[config.mk]
export PLATFORM = sky130hd
export DESIGN_NAME = hash_set_insert_engine_unit
export DESIGN_NICKNAME = d
export VERILOG_FILES = /design/src/hdl/hsie_pkg.sv /design/src/hdl/hash_set_insert_engine_unit.sv
export SDC_FILE = /design/constraint.sdc
export NUM_CORES = 1
export LEC_CHECK = 0
export ABC_AREA = 0
export CAP_MARGIN = 20
export CORE_MARGIN = 4
export CORE_UTILIZATION = 63
export DETAILED_ROUTE_END_ITERATION = 7
export DONT_BUFFER_PORTS = 1
export PLACE_DENSITY = 0.79
export SLEW_MARGIN = 25
export SYNTH_ARGS = -nofsm -noshare
export SYNTH_HDL_FRONTEND = slang
export SYNTH_SLANG_ARGS = --single-unit
[constraint.sdc]
create_clock -name clk -period 10.7 [get_ports clk]
set_input_delay 2.14 -clock clk [delete_from_list [all_inputs] [get_ports clk]]
set_output_delay 2.14 -clock clk [all_outputs]
set_load 0.02 [all_outputs]
[src/hdl/hsie_pkg.sv]
`default_nettype none

package hsie_pkg;

    localparam int TABLE_SLOTS   = 8;
    localparam int SLOT_BITS     = $clog2(TABLE_SLOTS);
    localparam int KEY_BITS      = 32;
    localparam int HASH_BITS     = 32;
    localparam int COUNT_BITS    = $clog2(TABLE_SLOTS + 1);
    localparam int DECAY_SHIFT   = 5;
    localparam int PROBE_LIMIT   = TABLE_SLOTS + 16;
    localparam int PROBE_BITS    = $clog2(PROBE_LIMIT);
    localparam int STATUS_BITS   = 3;

    localparam logic OP_ADD  = 1'b0;
    localparam logic OP_LIST = 1'b1;

    localparam logic [STATUS_BITS-1:0] ST_ADDED   = 3'd0;
    localparam logic [STATUS_BITS-1:0] ST_PRESENT = 3'd1;
    localparam logic [STATUS_BITS-1:0] ST_FULL    = 3'd2;
    localparam logic [STATUS_BITS-1:0] ST_LISTED  = 3'd3;
    localparam logic [STATUS_BITS-1:0] ST_EMPTY   = 3'd4;

    typedef logic [SLOT_BITS-1:0]  slot_t;
    typedef logic [KEY_BITS-1:0]   key_t;
    typedef logic [HASH_BITS-1:0]  hash_t;
    typedef logic [COUNT_BITS-1:0] count_t;

    typedef struct packed {
        logic  opcode;
        key_t  key;
        hash_t hash;
    } cmd_t;

    typedef struct packed {
        logic [STATUS_BITS-1:0] status;
        slot_t                  slot;
        key_t                   out_key;
        hash_t                  out_hash;
        count_t                 entry_count;
        logic                   last;
    } result_t;

endpackage

`default_nettype wire

[src/hdl/hash_set_insert_engine_unit.sv]
// Add: takes 1 to 24 probes from the accepted start to the result strobe;
//   one probe per cycle through a shared index update and key compare.
// List: scans slots up to the last occupied slot; one result per key, or one empty result if none.
// busy is high from the accepted start until the final result; start may come in that cycle.
// Reset clears occupancy, entry count and the sequencer; slot contents are not cleared.
// The receiver cannot stall: each result is valid for exactly one cycle.
`default_nettype none

module hash_set_insert_engine_unit
    import hsie_pkg::*;
(
    input  wire logic    clk,
    input  wire logic    rst_n,
    input  wire logic    start,
    input  wire cmd_t    cmd,
    output logic         busy,
    output logic         result_valid,
    output result_t      result
);

    localparam logic [1:0] S_IDLE  = 2'd0;
    localparam logic [1:0] S_PROBE = 2'd1;
    localparam logic [1:0] S_LIST  = 2'd2;

    logic [1:0]             state_reg, state_next;
    key_t                   slot_key_reg   [TABLE_SLOTS];
    hash_t                  slot_hash_reg  [TABLE_SLOTS];
    logic [TABLE_SLOTS-1:0] occupied_reg, occupied_next;
    count_t                 count_reg, count_next;
    key_t                   key_reg, key_next;
    hash_t                  hash_reg, hash_next;
    hash_t                  perturb_reg, perturb_next;
    slot_t                  idx_reg, idx_next;
    logic [PROBE_BITS-1:0]  step_reg, step_next;
    logic                   valid_reg, valid_next;
    result_t                result_reg, result_next;
    logic                   write_en;

    hash_t                  perturb_step;
    slot_t                  idx_scaled;
    logic                   key_hit;
    logic                   above;

    assign busy         = (state_reg != S_IDLE);
    assign result_valid = valid_reg;
    assign result       = result_reg;

    always_comb
    begin
        perturb_step = (step_reg != '0) ? (perturb_reg >> DECAY_SHIFT) : perturb_reg;
        idx_scaled   = (idx_reg << 2) + idx_reg;
        key_hit      = (slot_key_reg[idx_reg] == key_reg);
        above        = 1'b0;
        for (int j = 0; j < TABLE_SLOTS; j++)
        begin
            if (occupied_reg[j] && (slot_t'(j) > idx_reg))
            begin
                above = 1'b1;
            end
        end
    end

    always_comb
    begin
        state_next    = state_reg;
        occupied_next = occupied_reg;
        count_next    = count_reg;
        key_next      = key_reg;
        hash_next     = hash_reg;
        perturb_next  = perturb_reg;
        idx_next      = idx_reg;
        step_next     = step_reg;
        valid_next    = 1'b0;
        result_next   = result_reg;
        write_en      = 1'b0;

        case (state_reg)
            S_IDLE:
            begin
                if (start)
                begin
                    key_next     = cmd.key;
                    hash_next    = cmd.hash;
                    perturb_next = cmd.hash;
                    step_next    = '0;
                    if (cmd.opcode == OP_ADD)
                    begin
                        idx_next   = cmd.hash[SLOT_BITS-1:0];
                        state_next = S_PROBE;
                    end
                    else
                    begin
                        idx_next   = '0;
                        state_next = S_LIST;
                    end
                end
            end
            S_PROBE:
            begin
                if (!occupied_reg[idx_reg])
                begin
                    write_en               = 1'b1;
                    occupied_next[idx_reg] = 1'b1;
                    count_next             = count_reg + count_t'(1);
                    valid_next             = 1'b1;
                    result_next            = '{ST_ADDED, idx_reg, key_reg, hash_reg,
                                               count_reg + count_t'(1), 1'b1};
                    state_next             = S_IDLE;
                end
                else if (key_hit)
                begin
                    valid_next  = 1'b1;
                    result_next = '{ST_PRESENT, idx_reg, slot_key_reg[idx_reg],
                                    slot_hash_reg[idx_reg], count_reg, 1'b1};
                    state_next  = S_IDLE;
                end
                else if (step_reg == PROBE_BITS'(PROBE_LIMIT - 1))
                begin
                    valid_next  = 1'b1;
                    result_next = '{ST_FULL, slot_t'(0), key_t'(0), hash_t'(0),
                                    count_reg, 1'b1};
                    state_next  = S_IDLE;
                end
                else
                begin
                    perturb_next = perturb_step;
                    idx_next     = idx_scaled + perturb_step[SLOT_BITS-1:0] + slot_t'(1);
                    step_next    = step_reg + PROBE_BITS'(1);
                end
            end
            S_LIST:
            begin
                if (occupied_reg == '0)
                begin
                    valid_next  = 1'b1;
                    result_next = '{ST_EMPTY, slot_t'(0), key_t'(0), hash_t'(0),
                                    count_reg, 1'b1};
                    state_next  = S_IDLE;
                end
                else
                begin
                    if (occupied_reg[idx_reg])
                    begin
                        valid_next  = 1'b1;
                        result_next = '{ST_LISTED, idx_reg, slot_key_reg[idx_reg],
                                        slot_hash_reg[idx_reg], count_reg, !above};
                    end
                    if (!above)
                    begin
                        state_next = S_IDLE;
                    end
                    else
                    begin
                        idx_next = idx_reg + slot_t'(1);
                    end
                end
            end
            default:
            begin
                state_next = S_IDLE;
            end
        endcase
    end

    always_ff @(posedge clk or negedge rst_n)
    begin
        if (!rst_n)
        begin
            state_reg    <= S_IDLE;
            occupied_reg <= '0;
            count_reg    <= '0;
            valid_reg    <= 1'b0;
            step_reg     <= '0;
        end
        else
        begin
            state_reg    <= state_next;
            occupied_reg <= occupied_next;
            count_reg    <= count_next;
            valid_reg    <= valid_next;
            step_reg     <= step_next;
        end
    end

    always_ff @(posedge clk)
    begin
        key_reg     <= key_next;
        hash_reg    <= hash_next;
        perturb_reg <= perturb_next;
        idx_reg     <= idx_next;
        result_reg  <= result_next;
        if (write_en)
        begin
            slot_key_reg[idx_reg]  <= key_reg;
            slot_hash_reg[idx_reg] <= hash_reg;
        end
    end

endmodule

`default_nettype wire
Word level (Yosys, flattened, before mapping) --
Memories as Yosys holds them, arrays and structs flattened. A register that Yosys moved wholly into a read port is not among the register bits. Cells that the tools add are included.
Operators by class: magnitude comparators 10, equality and inequality tests 14, $add $sub $neg 6, reductions and logical operators 24, bitwise gates (word level) 2, multiplexer cells 57
Operators with widths (count):
- 75-bit two-way mux | 5
- 32-bit two-way mux | 5
- 75-bit one-hot mux with 2 select lines | 1
- 32-bit one-hot mux with 2 select lines | 1
- 32-bit equality test | 1
- 3-bit two-way mux | 9
- 5-bit two-way mux | 4
- 1-bit two-way mux | 19
- 2-bit two-way mux | 7
- 2-bit != test, second input constant | 7
- 3-bit > comparator, first input constant | 4
- 5-bit one-hot mux with 2 select lines | 1
- 1-bit logical AND | 9
- 3-bit one-hot mux with 3 select lines | 1
- 8-bit zero test | 1
- 8-bit bitwise OR | 1
- 7-bit AND reduction | 1
- 3-bit by 1-bit adder with 3-bit output, second input constant | 2
- 3-bit adder | 2
- 1-bit by 3-bit > comparator with 1-bit output, first input constant | 2
- 2-bit by 3-bit > comparator with 1-bit output, first input constant | 2
- 3-bit != test, second input constant | 2
- 2-bit one-hot mux with 3 select lines | 1
- 3-bit AND reduction | 2
- 20 further kinds | 23
Word-level totals: memory bits (writable) 512, register bits after elaboration 194, word-level logic and storage cells 131, memories 2, output and inout bits 77
Memory list:
- slot_hash_reg | depth 8, width 32, rd ports 1, clocked after Yosys merged registers in 1, wr ports 1, RTL line hash_set_insert_engine_unit.sv:27 | hash_t slot_hash_reg [TABLE_SLOTS];
- slot_key_reg | depth 8, width 32, rd ports 1, clocked after Yosys merged registers in 1, wr ports 1, RTL line hash_set_insert_engine_unit.sv:26 | key_t slot_key_reg [TABLE_SLOTS];

Depth between registers and ports, before layout --
Gate-level depths: netlist of run 1.
depth after elaboration 14, gate-level depth with buffers 15, depth with buffers taken out 13

Worst setup path before layout of run 1 --
Ideal clock, no wire load.
kind register to register, start reg idx_reg[1], end reg occupied_reg[0], data arrival time 8.506 ns, data required time 10.597 ns, buffers on the path 2, slack 2.091 ns, setup time 0.103 ns, cell stages (with the launch flop) 9, path through edfxtp_1 > clkbuf_1 > mux4_2 > nand2_1 > and2_1 > clkbuf_1 > nand2_1 > nor4_1 > or2_2
Between the ends: word-level cells in the longest chain between the ends 5
Ends and longest elaborated chain:
- start, declared | RTL line hash_set_insert_engine_unit.sv:33 | slot_t idx_reg, idx_next;
- start signal, assigned | RTL line hash_set_insert_engine_unit.sv:190 | idx_reg <= idx_next;
- 3-bit by 4-bit < comparator with 1-bit output (not written as such) or 3-bit by 1-bit greater-or-equal comparator with 1-bit output (tied branches) | RTL line hash_set_insert_engine_unit.sv:103 | occupied_next[idx_reg] = 1'b1;
- 1-bit logical AND (not written as such) | RTL line hash_set_insert_engine_unit.sv:103
- 1-bit two-way mux (not written as such) | RTL line hash_set_insert_engine_unit.sv:103
- 1-bit demux with 3-bit select | RTL line hash_set_insert_engine_unit.sv:103
- 8-bit bitwise OR (no line)
- end signal, assigned | RTL line hash_set_insert_engine_unit.sv:178 | occupied_reg <= occupied_next;
- end, declared | RTL line hash_set_insert_engine_unit.sv:28 | logic [TABLE_SLOTS-1:0] occupied_reg, occupied_next;
Parallel ways exist; a longest one is shown, timed or not. The select of a mux whose other input is x is not followed. A chain may end at the register's enable or synchronous reset.

==> impl_metrics.py, run 1 <==
metrics = {
    "synth": {
        "synth.distinct_cells": 55,
        "syn-instance-count": 1416,
        "synth_async_sr_flop_share_pct": 2.869,
        "synth_top_cell_area_share_pct": 73.94,
        "ys_seq_area_share_pct": 75.99,
        "ys_warn_count": 0,
        "synth-edff-count": 674,
        "synth-seq-cells": 697,
        "synth_area_per_cell_um2": 19.33,
        "synth_area_leaders": "edfxtp_1 74%, mux4_2 8.3%, mux2i_1 2.8%, dfrtp_1 1.8%, o21ai_2 1.6%",
        "synth_fp_nets": 1498,
        "yosysTopAreaCell": "edfxtp_1",
        "syn_area_mm2": 0.02737,
        "ys.flop_type": "edfxtp_1",
    },
    "floorplanning": {
        "die_w_um": 216.4,
        "initial_utilization_pct": 63.68,
        "io_pins": 145,
        "die_area_mm2": 0.04685,
        "core-area_mm2": 0.04298,
        "die_y_um": 216.4,
        "placementRows": 76,
    },
    "routing": {
        "drt.antenna.violating_nets": 0,
        "num_vias": 13680,
        "drt_iter0_markers": 1667,
        "wirelength_um": 57810,
        "drt_pre_antenna_iters": 6,
        "wire_per_inst_um": 27.61,
        "vias_per_cell": 6.533,
        "drc_errors": 0,
    },
    "flow_run": {
        "drv_cap": 0,
    },
    "clocking": {
        "cts_hold_buf": 0,
        "numClockSinks": 697,
        "cts_tree": "done",
        "cts_resized": 0,
        "clkLatencyLatePin_ps": 600,
        "clkTransAtPathRegs_ps": 60,
        "htreeDepth": 3,
        "cts-root-buf": "clkbuf_16",
        "postCtsSetupRepairBufs": 0,
        "cts_buffers": 69,
        "cts_max_path_buffers": 3,
    },
    "sta": {
        "timing.fmax_mhz": 187.2,
        "setup_viol": 0,
        "drv_slew": 0,
        "fin_tns_setup_ps": 0,
        "hold_viol_final": 0,
        "tightest_slew_ps": 1057,
        "fin_crit_ps": 5342,
        "min_period_over_period_pct": 49.92,
        "fin_skew_ps": 22.75,
        "rsz0062_at_grt": "no",
        "slew_headroom_pct": 29.54,
    },
    "grt": {
        "grt_pass1_vias": 13780,
        "grt_max_degree": 69,
        "grt_usage_pct": 24.88,
        "grt_pass1_wl_um": 86870,
        "antenna_found_initial": 3,
        "grt-ovfl-total": 0,
    },
    "layout": {
        "fin_nets": 1533,
        "syn2layout_area_growth_pct": 10.43,
        "layout-drive-gt1-share_pct": 23.32,
    },
    "placement": {
        "gp_congestion": 0.8978,
        "portBuffers": 0,
        "dp_hpwl_um": 31530,
    },
    "setup_path": {
        "arrival_ps": 5560,
        "start_kind": "flip-flop",
        "cp-end-kind": "flip-flop",
        "path_buf_inv": 2,
        "max_stage_delay_ps": 690,
        "slowest_stage": "buf_4",
        "path_cells": "buf_4, mux4_2, mux2i_1, xnor2_1, nor4_1, nand4_1, nor4_4, and2b_1, a21oi_4, buf_4",
        "critPathMostFrequentCell": "buf_4",
        "r2r_slack_ps": 5360,
        "cp_max_fo": 45,
        "path_class": "flip-flop to flip-flop",
        "required_ps": 10920,
        "reg2reg_depth": 10,
        "crit_family": "simple AND/OR/NAND/NOR gates",
        "worst-path-stages": 10,
    },
    "hold_path": {
        "holdPathStages": 1,
        "hp-class": "flip-flop to flip-flop",
    },
    "pwr": {
        "power.density_mw_per_mm2": 283.5,
        "peakVddDrop_mv": 0.2908,
        "leakagePower_nw": 9.753,
        "p_total_mw": 8.570,
    },
    "status": {
        "status": "completed",
    },
}
-- power by group --
| part | leakage (nW) | total, mW | internal, mW | switching (mW) |
|---|---|---|---|---|
| combinational | 2.25 | 2.04 | 0.794 | 1.25 |
| clock | 1.06 | 2.30 | 1.32 | 0.982 |
| sequential | 6.44 | 4.23 | 3.67 | 0.561 |
-- worst register-to-register path, stage by stage, from the launching register on --
cell	delay [ps]
dfxtp_4	670
buf_4	720
mux4_2	640
mux2i_1	280
xnor2_1	140
nor4_1	470
nand4_1	350
nor4_4	570
and2b_1	350
a21oi_4	200
buf_4	520
-- path summary, 6_finish.rpt --
check / start / endpoint
worst max-delay path: flip-flop / result[39]
worst min-delay path: count_reg[3] / count_reg[3]
worst max register to register: flip-flop / result[39]
worst min register to register: count_reg[3] / count_reg[3]
max in group asynchronous: rst_n / step_reg[4]
min in group asynchronous: rst_n / count_reg[3]
-- Yosys cell counts (all sizes together), types with 2 or more instances --
cell     instances
edfxtp         674
nand2          111
mux4           101
o21ai           83
mux2i           81
buf             35
mux2            33
clkbuf          28
dfrtp           20
nor2            20
or2             19
inv             18
o2bb2ai         18
o22ai           16
xnor2           16
ha              14
xor2            14
a22o            12
nor3            12
nand2b           8
nand4            8
nand3            7
or3              7
a22oi            6
nor2b            6
or4              6
and3             5
a21oi            4
nand4b           4
a31oi            3
dfxtp            3
nor4             3
o311ai           3
a21boi           2
a21o             2
a32o             2
and2             2
o221ai           2
-- area by class of cell --
class,instances,area (µm²)
Sequential cell,697,20810
Antenna cell,4,10.01
Tap cell,585,732.0
Clock buffer,91,1873
Fill cell,2546,12750
Multi-Input combinational cell,638,6252
Inverter,18,68.82
Timing Repair Buffer,27,206.4
Clock inverter,34,274.0
-- metrics by stage --
step	setup WS [ps]	cells	util (%)	hold WS (ps)	area, µm²
after floorplan	2091	1416	-	452.5	27370
after global placement	5560	1965	65.30	475.0	28070
after detailed placement	5501	1965	65.30	490.2	28070
after CTS	5297	2090	70.30	501.7	30210
after global routing	5081	2092	70.32	524.5	30220
final	5358	2094	70.33	500.2	30230
-- cells in the final DEF, fill, tap and decap left out, drive strengths merged, types with 7 or more instances in the layout --
cell and count:
nor3 12, xor2 14, a22o 12, o22ai 16, ha 14, mux2i 81, nand3 7, o21ai 83
edfxtp 674, nand2 111, inv 23, or3 7, dfrtp 20, o2bb2ai 18, mux4 101, buf 27
nand4 8, clkbuf 91, xnor2 16, nor2 20, clkinv 26, mux2 33, or2 19, nand2b 8
-- cell families (layout without fill, tap and decap cells) --
group | count (synthesis) | count (layout) | synth area share (%)
flops | 697 | 697 | 75.99
xor+xnor | 30 | 30 | 0.9599
fa+ha+maj | 14 | 14 | 0.6399
simple gates | 221 | 221 | 3.926
mux | 215 | 215 | 12.68
buf+inv | 81 | 170 | 1.467
compound gates | 158 | 158 | 4.333
other cells | 0 | 4 | 0
-- metal layers --
metal  share of wire, %  global-route usage [%]
met5                  0                       0
met4                2.9                   8.577
met3                8.4                   5.118
met1                 40                   36.18
met2                 48                   38.66
Note: power is estimated with default switching activity, not from simulation.
==> run 2, diff against run 1 <==
Settings changed: CORE_UTILIZATION 63 to 57, PLACE_DENSITY 0.79 to 0.75.
Clock period 10.7 ns to 4.9 ns, I/O delays scaled along.
==> run 2 against run 1 <==
Effect of this change: utilization fell by 5.9 points; via count rose by 0.29%; worst hold slack got worse by 430 ps; global-route usage fell by 1.0 points; die area rose by 10%; sequential cell count did not move.
==> impl_metrics.py, run 2 (synthesis gave the netlist of run 1 again) <==
metrics = {
    "floorplanning": {
        "die_y_um": 227.1,
        "initial_utilization_pct": 57.45,
        "die_area_mm2": 0.05159,
        "placementRows": 80,
        "die_w_um": 227.1,
        "io_pins": 145,
        "core-area_mm2": 0.04765,
    },
    "grt": {
        "antenna_found_initial": 0,
        "grt_usage_pct": 23.84,
        "grt_pass1_vias": 13850,
        "grt_max_degree": 65,
        "grt_pass1_wl_um": 89900,
        "grt-ovfl-total": 0,
    },
    "routing": {
        "drt_iter0_markers": 1757,
        "drt.antenna.violating_nets": 0,
        "wire_per_inst_um": 28.53,
        "num_vias": 13720,
        "drt_pre_antenna_iters": 5,
        "drc_errors": 0,
        "vias_per_cell": 6.423,
        "wirelength_um": 60950,
    },
    "pwr": {
        "leakagePower_nw": 9.936,
        "peakVddDrop_mv": 0.4860,
        "p_total_mw": 19.26,
        "power.density_mw_per_mm2": 627.6,
    },
    "clocking": {
        "cts_buffers": 71,
        "numClockSinks": 697,
        "cts_resized": 0,
        "cts_hold_buf": 0,
        "clkTransAtPathRegs_ps": 60,
        "postCtsSetupRepairBufs": 0,
        "cts_max_path_buffers": 3,
        "clkLatencyLatePin_ps": 610,
        "cts_tree": "done",
        "htreeDepth": 3,
        "cts-root-buf": "clkbuf_16",
    },
    "sta": {
        "hold_viol_final": 0,
        "tightest_slew_ps": 915.6,
        "hold_slack_ps": 71.29,
        "drv_slew": 0,
        "min_period_over_period_pct": 90.04,
        "timing.fmax_mhz": 226.7,
        "setup_viol": 0,
        "rsz0062_at_grt": "no",
        "fin_tns_setup_ps": 0,
        "slew_headroom_pct": 38.81,
        "fin_crit_ps": 4412,
        "fin_skew_ps": 34.11,
    },
    "setup_path": {
        "crit_path_end": "result[41]",
        "reg2reg_depth": 10,
        "cp_max_fo": 41,
        "start_kind": "flip-flop",
        "arrival_ps": 4660,
        "r2r_end": "result[41]",
        "required_ps": 5140,
        "cp-end-kind": "flip-flop",
        "r2r_slack_ps": 490,
        "path_class": "flip-flop to flip-flop",
    },
    "layout": {
        "final_common_cell": "edfxtp_1",
        "syn2layout_area_growth_pct": 12.13,
        "final_cell_area_mm2": 0.03069,
        "final_cell_mix": "674 x edfxtp_1, 111 x nand2_1, 101 x mux4_2",
        "num_antenna_cells": 0,
        "layout-drive-gt1-share_pct": 24.00,
        "fillers": 3044,
        "fin_nets": 1552,
    },
    "placement": {
        "dpl-instance-area_mm2": 0.02840,
        "dp_hpwl_um": 34330,
        "gp_congestion": 0.8156,
        "portBuffers": 0,
    },
    "hold_path": {
        "hp-class": "input pin to asynchronous set/reset pin",
    },
    "flow_run": {
        "drv_cap": 0,
    },
    "status": {
        "status": "completed",
    },
}
[run 2: final cells by class]
type	instances	area [µm²]	share of cell area (%)
Timing Repair Buffer	44	488.0	1.590
Clock buffer	89	1908	6.217
Sequential cell	697	20810	67.80
Inverter	18	68.82	0.2242
Tap cell	615	769.5	2.507
Clock inverter	35	386.6	1.260
Multi-Input combinational cell	638	6261	20.40
[run 2: critical path: stages (launching register included)]
cell	delay [ps]
dfxtp_4	620
buf_12	320
mux2_2	370
o22ai_1	220
nor3_1	80
nand4b_1	220
or4_1	630
nor4_4	640
and2b_1	340
a21oi_4	220
buf_4	350
[run 2: worst min-delay path by stage]
stage                         start              end  slack [ps]  depth (start not counted)
detailed placement  occupied_reg[3]  occupied_reg[3]         500                          1
floorplan           occupied_reg[0]  occupied_reg[0]         450                          1
global route                  rst_n      step_reg[3]          50                          0
global placement       count_reg[3]     count_reg[3]         480                          1
finish                        rst_n  occupied_reg[7]          70                          0
CTS                           rst_n  occupied_reg[7]          40                          0
[run 2: through the flow]
stage | setup slack, ps | util [%] | std cells
detailed placement | 551.6 | 59.60 | 2012
global route | 300.2 | 64.42 | 2136
CTS | 483.0 | 64.42 | 2136
floorplan | -1949 | - | 1416
finish | 487.9 | 64.42 | 2136
global placement | 682.1 | 59.55 | 2011
[run 2: layer usage]
layer / part of all wire [%] / routed length, µm / up-vias / track usage (%)
li1: - / - / 5795 / -
met1: 40 / 24610 / 7129 / 34.52
met2: 48 / 29310 / 710 / 36.95
met3: 9.4 / 5701 / 86 / 5.687
met4: 2.2 / 1327 / 0 / 7.261
met5: 0 / 0 / - / 0
[run 2: where the power goes]
part	total [mW]	switching (mW)	internal [mW]	leakage (nW)
combinational	4.65	2.79	1.87	2.38
sequential	9.25	1.24	8.01	6.44
clock	5.36	2.18	3.18	1.11
==> run 3, diff against run 2 <==
Settings changed: CELL_PAD_IN_SITES_DETAIL_PLACEMENT from default to 0, CELL_PAD_IN_SITES_GLOBAL_PLACEMENT from default to 1, CORE_UTILIZATION 57 to 50, PLACE_DENSITY 0.75 to 0.81.
==> run 3 against run 2 <==
Effect of this change: clock skew shrank 13 ps; die area grew 13%; sequential share of layout area grew 0.36 points; register-to-register slack gained 40 ps; wire length shrank 3.5%; design area shrank 0.53%; sequential cell count is the same; count of clock-buffer cells in the layout shrank 9; worst setup slack gained 38 ps; cell count grew 3.7%; critical path type unchanged; highest routed layer unchanged.
==> impl_metrics.py, run 3 (synthesis gave the netlist of run 1 again) <==
metrics = {
    "setup_path": {
        "start_kind": "flip-flop",
        "path_buf_inv": 1,
        "cp_max_fo": 56,
        "path_class": "flip-flop to flip-flop",
        "max_stage_delay_ps": 790,
        "worst-path-stages": 9,
        "arrival_ps": 4630,
        "crit_path_end": "result[50]",
        "crit_family": "simple AND/OR/NAND/NOR gates",
        "required_ps": 5160,
        "slowest_stage": "dfxtp_4",
        "r2r_end": "result[50]",
        "path_cells": "nor2b_1, a22o_1, nor3_1, nand4b_1, or4_1, nor4_4, and2b_1, a21oi_4, buf_12",
        "r2r_slack_ps": 530,
        "reg2reg_depth": 9,
        "cp-end-kind": "flip-flop",
    },
    "layout": {
        "seq_area_mm2": 0.02081,
        "fillers": 3962,
        "final_cell_mix": "674 x edfxtp_1, 111 x nand2_1, 101 x mux4_2",
        "fin_nets": 1546,
        "syn2layout_area_growth_pct": 11.54,
        "multiInputGateArea_mm2": 0.006261,
        "instances_no_fill": 2215,
        "final_common_cell": "edfxtp_1",
        "layout-drive-gt1-share_pct": 24.01,
    },
    "clocking": {
        "numClockSinks": 697,
        "clkTransAtPathRegs_ps": 60,
        "htreeDepth": 3,
        "postCtsSetupRepairBufs": 0,
        "cts_tree": "done",
        "cts_max_path_buffers": 3,
        "clkLatencyLatePin_ps": 610,
        "cts_resized": 0,
        "cts-root-buf": "clkbuf_16",
        "cts_buffers": 70,
        "cts_hold_buf": 0,
    },
    "floorplanning": {
        "die_area_mm2": 0.05855,
        "die_w_um": 242.0,
        "initial_utilization_pct": 50.66,
        "io_pins": 145,
        "die_y_um": 242.0,
        "placementRows": 85,
        "core-area_mm2": 0.05403,
    },
    "sta": {
        "tightest_slew_ps": 1041,
        "timing.fmax_mhz": 228.6,
        "drv_slew": 0,
        "hold_slack_ps": 67.54,
        "slew_headroom_pct": 30.36,
        "fin_crit_ps": 4374,
        "hold_viol_final": 0,
        "min_period_over_period_pct": 89.26,
        "setup_viol": 0,
        "fin_tns_setup_ps": 0,
        "fin_skew_ps": 20.96,
        "worst_slack_ps": 526.3,
        "rsz0062_at_grt": "no",
    },
    "routing": {
        "wirelength_um": 58810,
        "drc_errors": 0,
        "wire_per_inst_um": 26.55,
        "drt_pre_antenna_iters": 5,
        "vias_per_cell": 6.009,
        "drt_iter0_markers": 1281,
        "num_vias": 13310,
        "drt.antenna.violating_nets": 0,
    },
    "flow_run": {
        "drv_cap": 0,
    },
    "grt": {
        "antenna_found_initial": 1,
        "grt_max_degree": 57,
        "grt_usage_pct": 20.00,
        "grt_pass1_vias": 13600,
        "grt-ovfl-total": 0,
        "grt_pass1_wl_um": 88090,
    },
    "placement": {
        "portBuffers": 0,
        "post-place-ws_ps": 525.8,
        "dp_hpwl_um": 33860,
        "gp_congestion": 0.8300,
        "dpl.cell_count": 2088,
    },
    "pwr": {
        "peakVddDrop_mv": 0.3135,
        "leakagePower_nw": 9.845,
        "power.density_mw_per_mm2": 615.7,
    },
    "hold_path": {
        "hp-class": "input pin to asynchronous set/reset pin",
    },
    "status": {
        "status": "completed",
    },
}
-- run 3: cell count changes in the layout (fill, tap and decap cells not counted), sizes merged --
cell,previous run,this run
clkinv,24,37
clkbuf,89,80
buf,44,39
bufinv,8,3
diode,0,3
inv,19,22
clkinvlp,2,0
-- run 3: per-layer routing --
metal  GRT usage, %  wire [µm]
met4          6.368       1383
met3          4.095       3578
met1          27.57      24620
met2          32.58      29220
met5              0          0
-- run 3: through the flow --
stage                     utilization, %  area [µm²]  power (mW)
after CTS                          56.50       30520       18.98
after global placement             52.46       28340       13.77
after global routing               56.50       30530       19.72
after detailed placement           52.46       28340       13.87
after floorplan                        -       27400       12.35
final                              56.51       30530       18.80
-- run 3: report_power, final --
part | internal (mW) | total (mW) | leakage [nW] | switching, mW
logic | 1.78 | 4.43 | 2.32 | 2.65
registers | 8.02 | 9.29 | 6.44 | 1.28
clock network | 2.87 | 5.08 | 1.08 | 2.21
total | 12.7 | 18.8 | 9.85 | 6.14
-- run 3: worst min path at each step --
stage | end | cells past startpoint | startpoint
final | state_reg[0] | 0 | rst_n
after global routing | state_reg[0] | 0 | rst_n
after CTS | state_reg[0] | 0 | rst_n
after detailed placement | count_reg[3] | 1 | count_reg[3]
after global placement | occupied_reg[0] | 1 | occupied_reg[0]
after floorplan | occupied_reg[0] | 1 | occupied_reg[0]
-- run 3: worst register-to-register path: stages, from the launching register on --
cell,delay (ps)
dfxtp_4,790
nor2b_1,720
a22o_1,330
nor3_1,70
nand4b_1,170
or4_1,650
nor4_4,360
and2b_1,300
a21oi_4,220
buf_12,370
-- run 3: layout make-up --
class / instances / area share, %
multi-input cells: 638 / 20.51
flip-flops and latches: 697 / 68.16
well taps: 696 / 2.852
clock buffers: 80 / 6.000
clock inverters: 44 / 1.147
diodes: 3 / 0.02459
repair buffers: 39 / 1.082
inverters: 18 / 0.2254
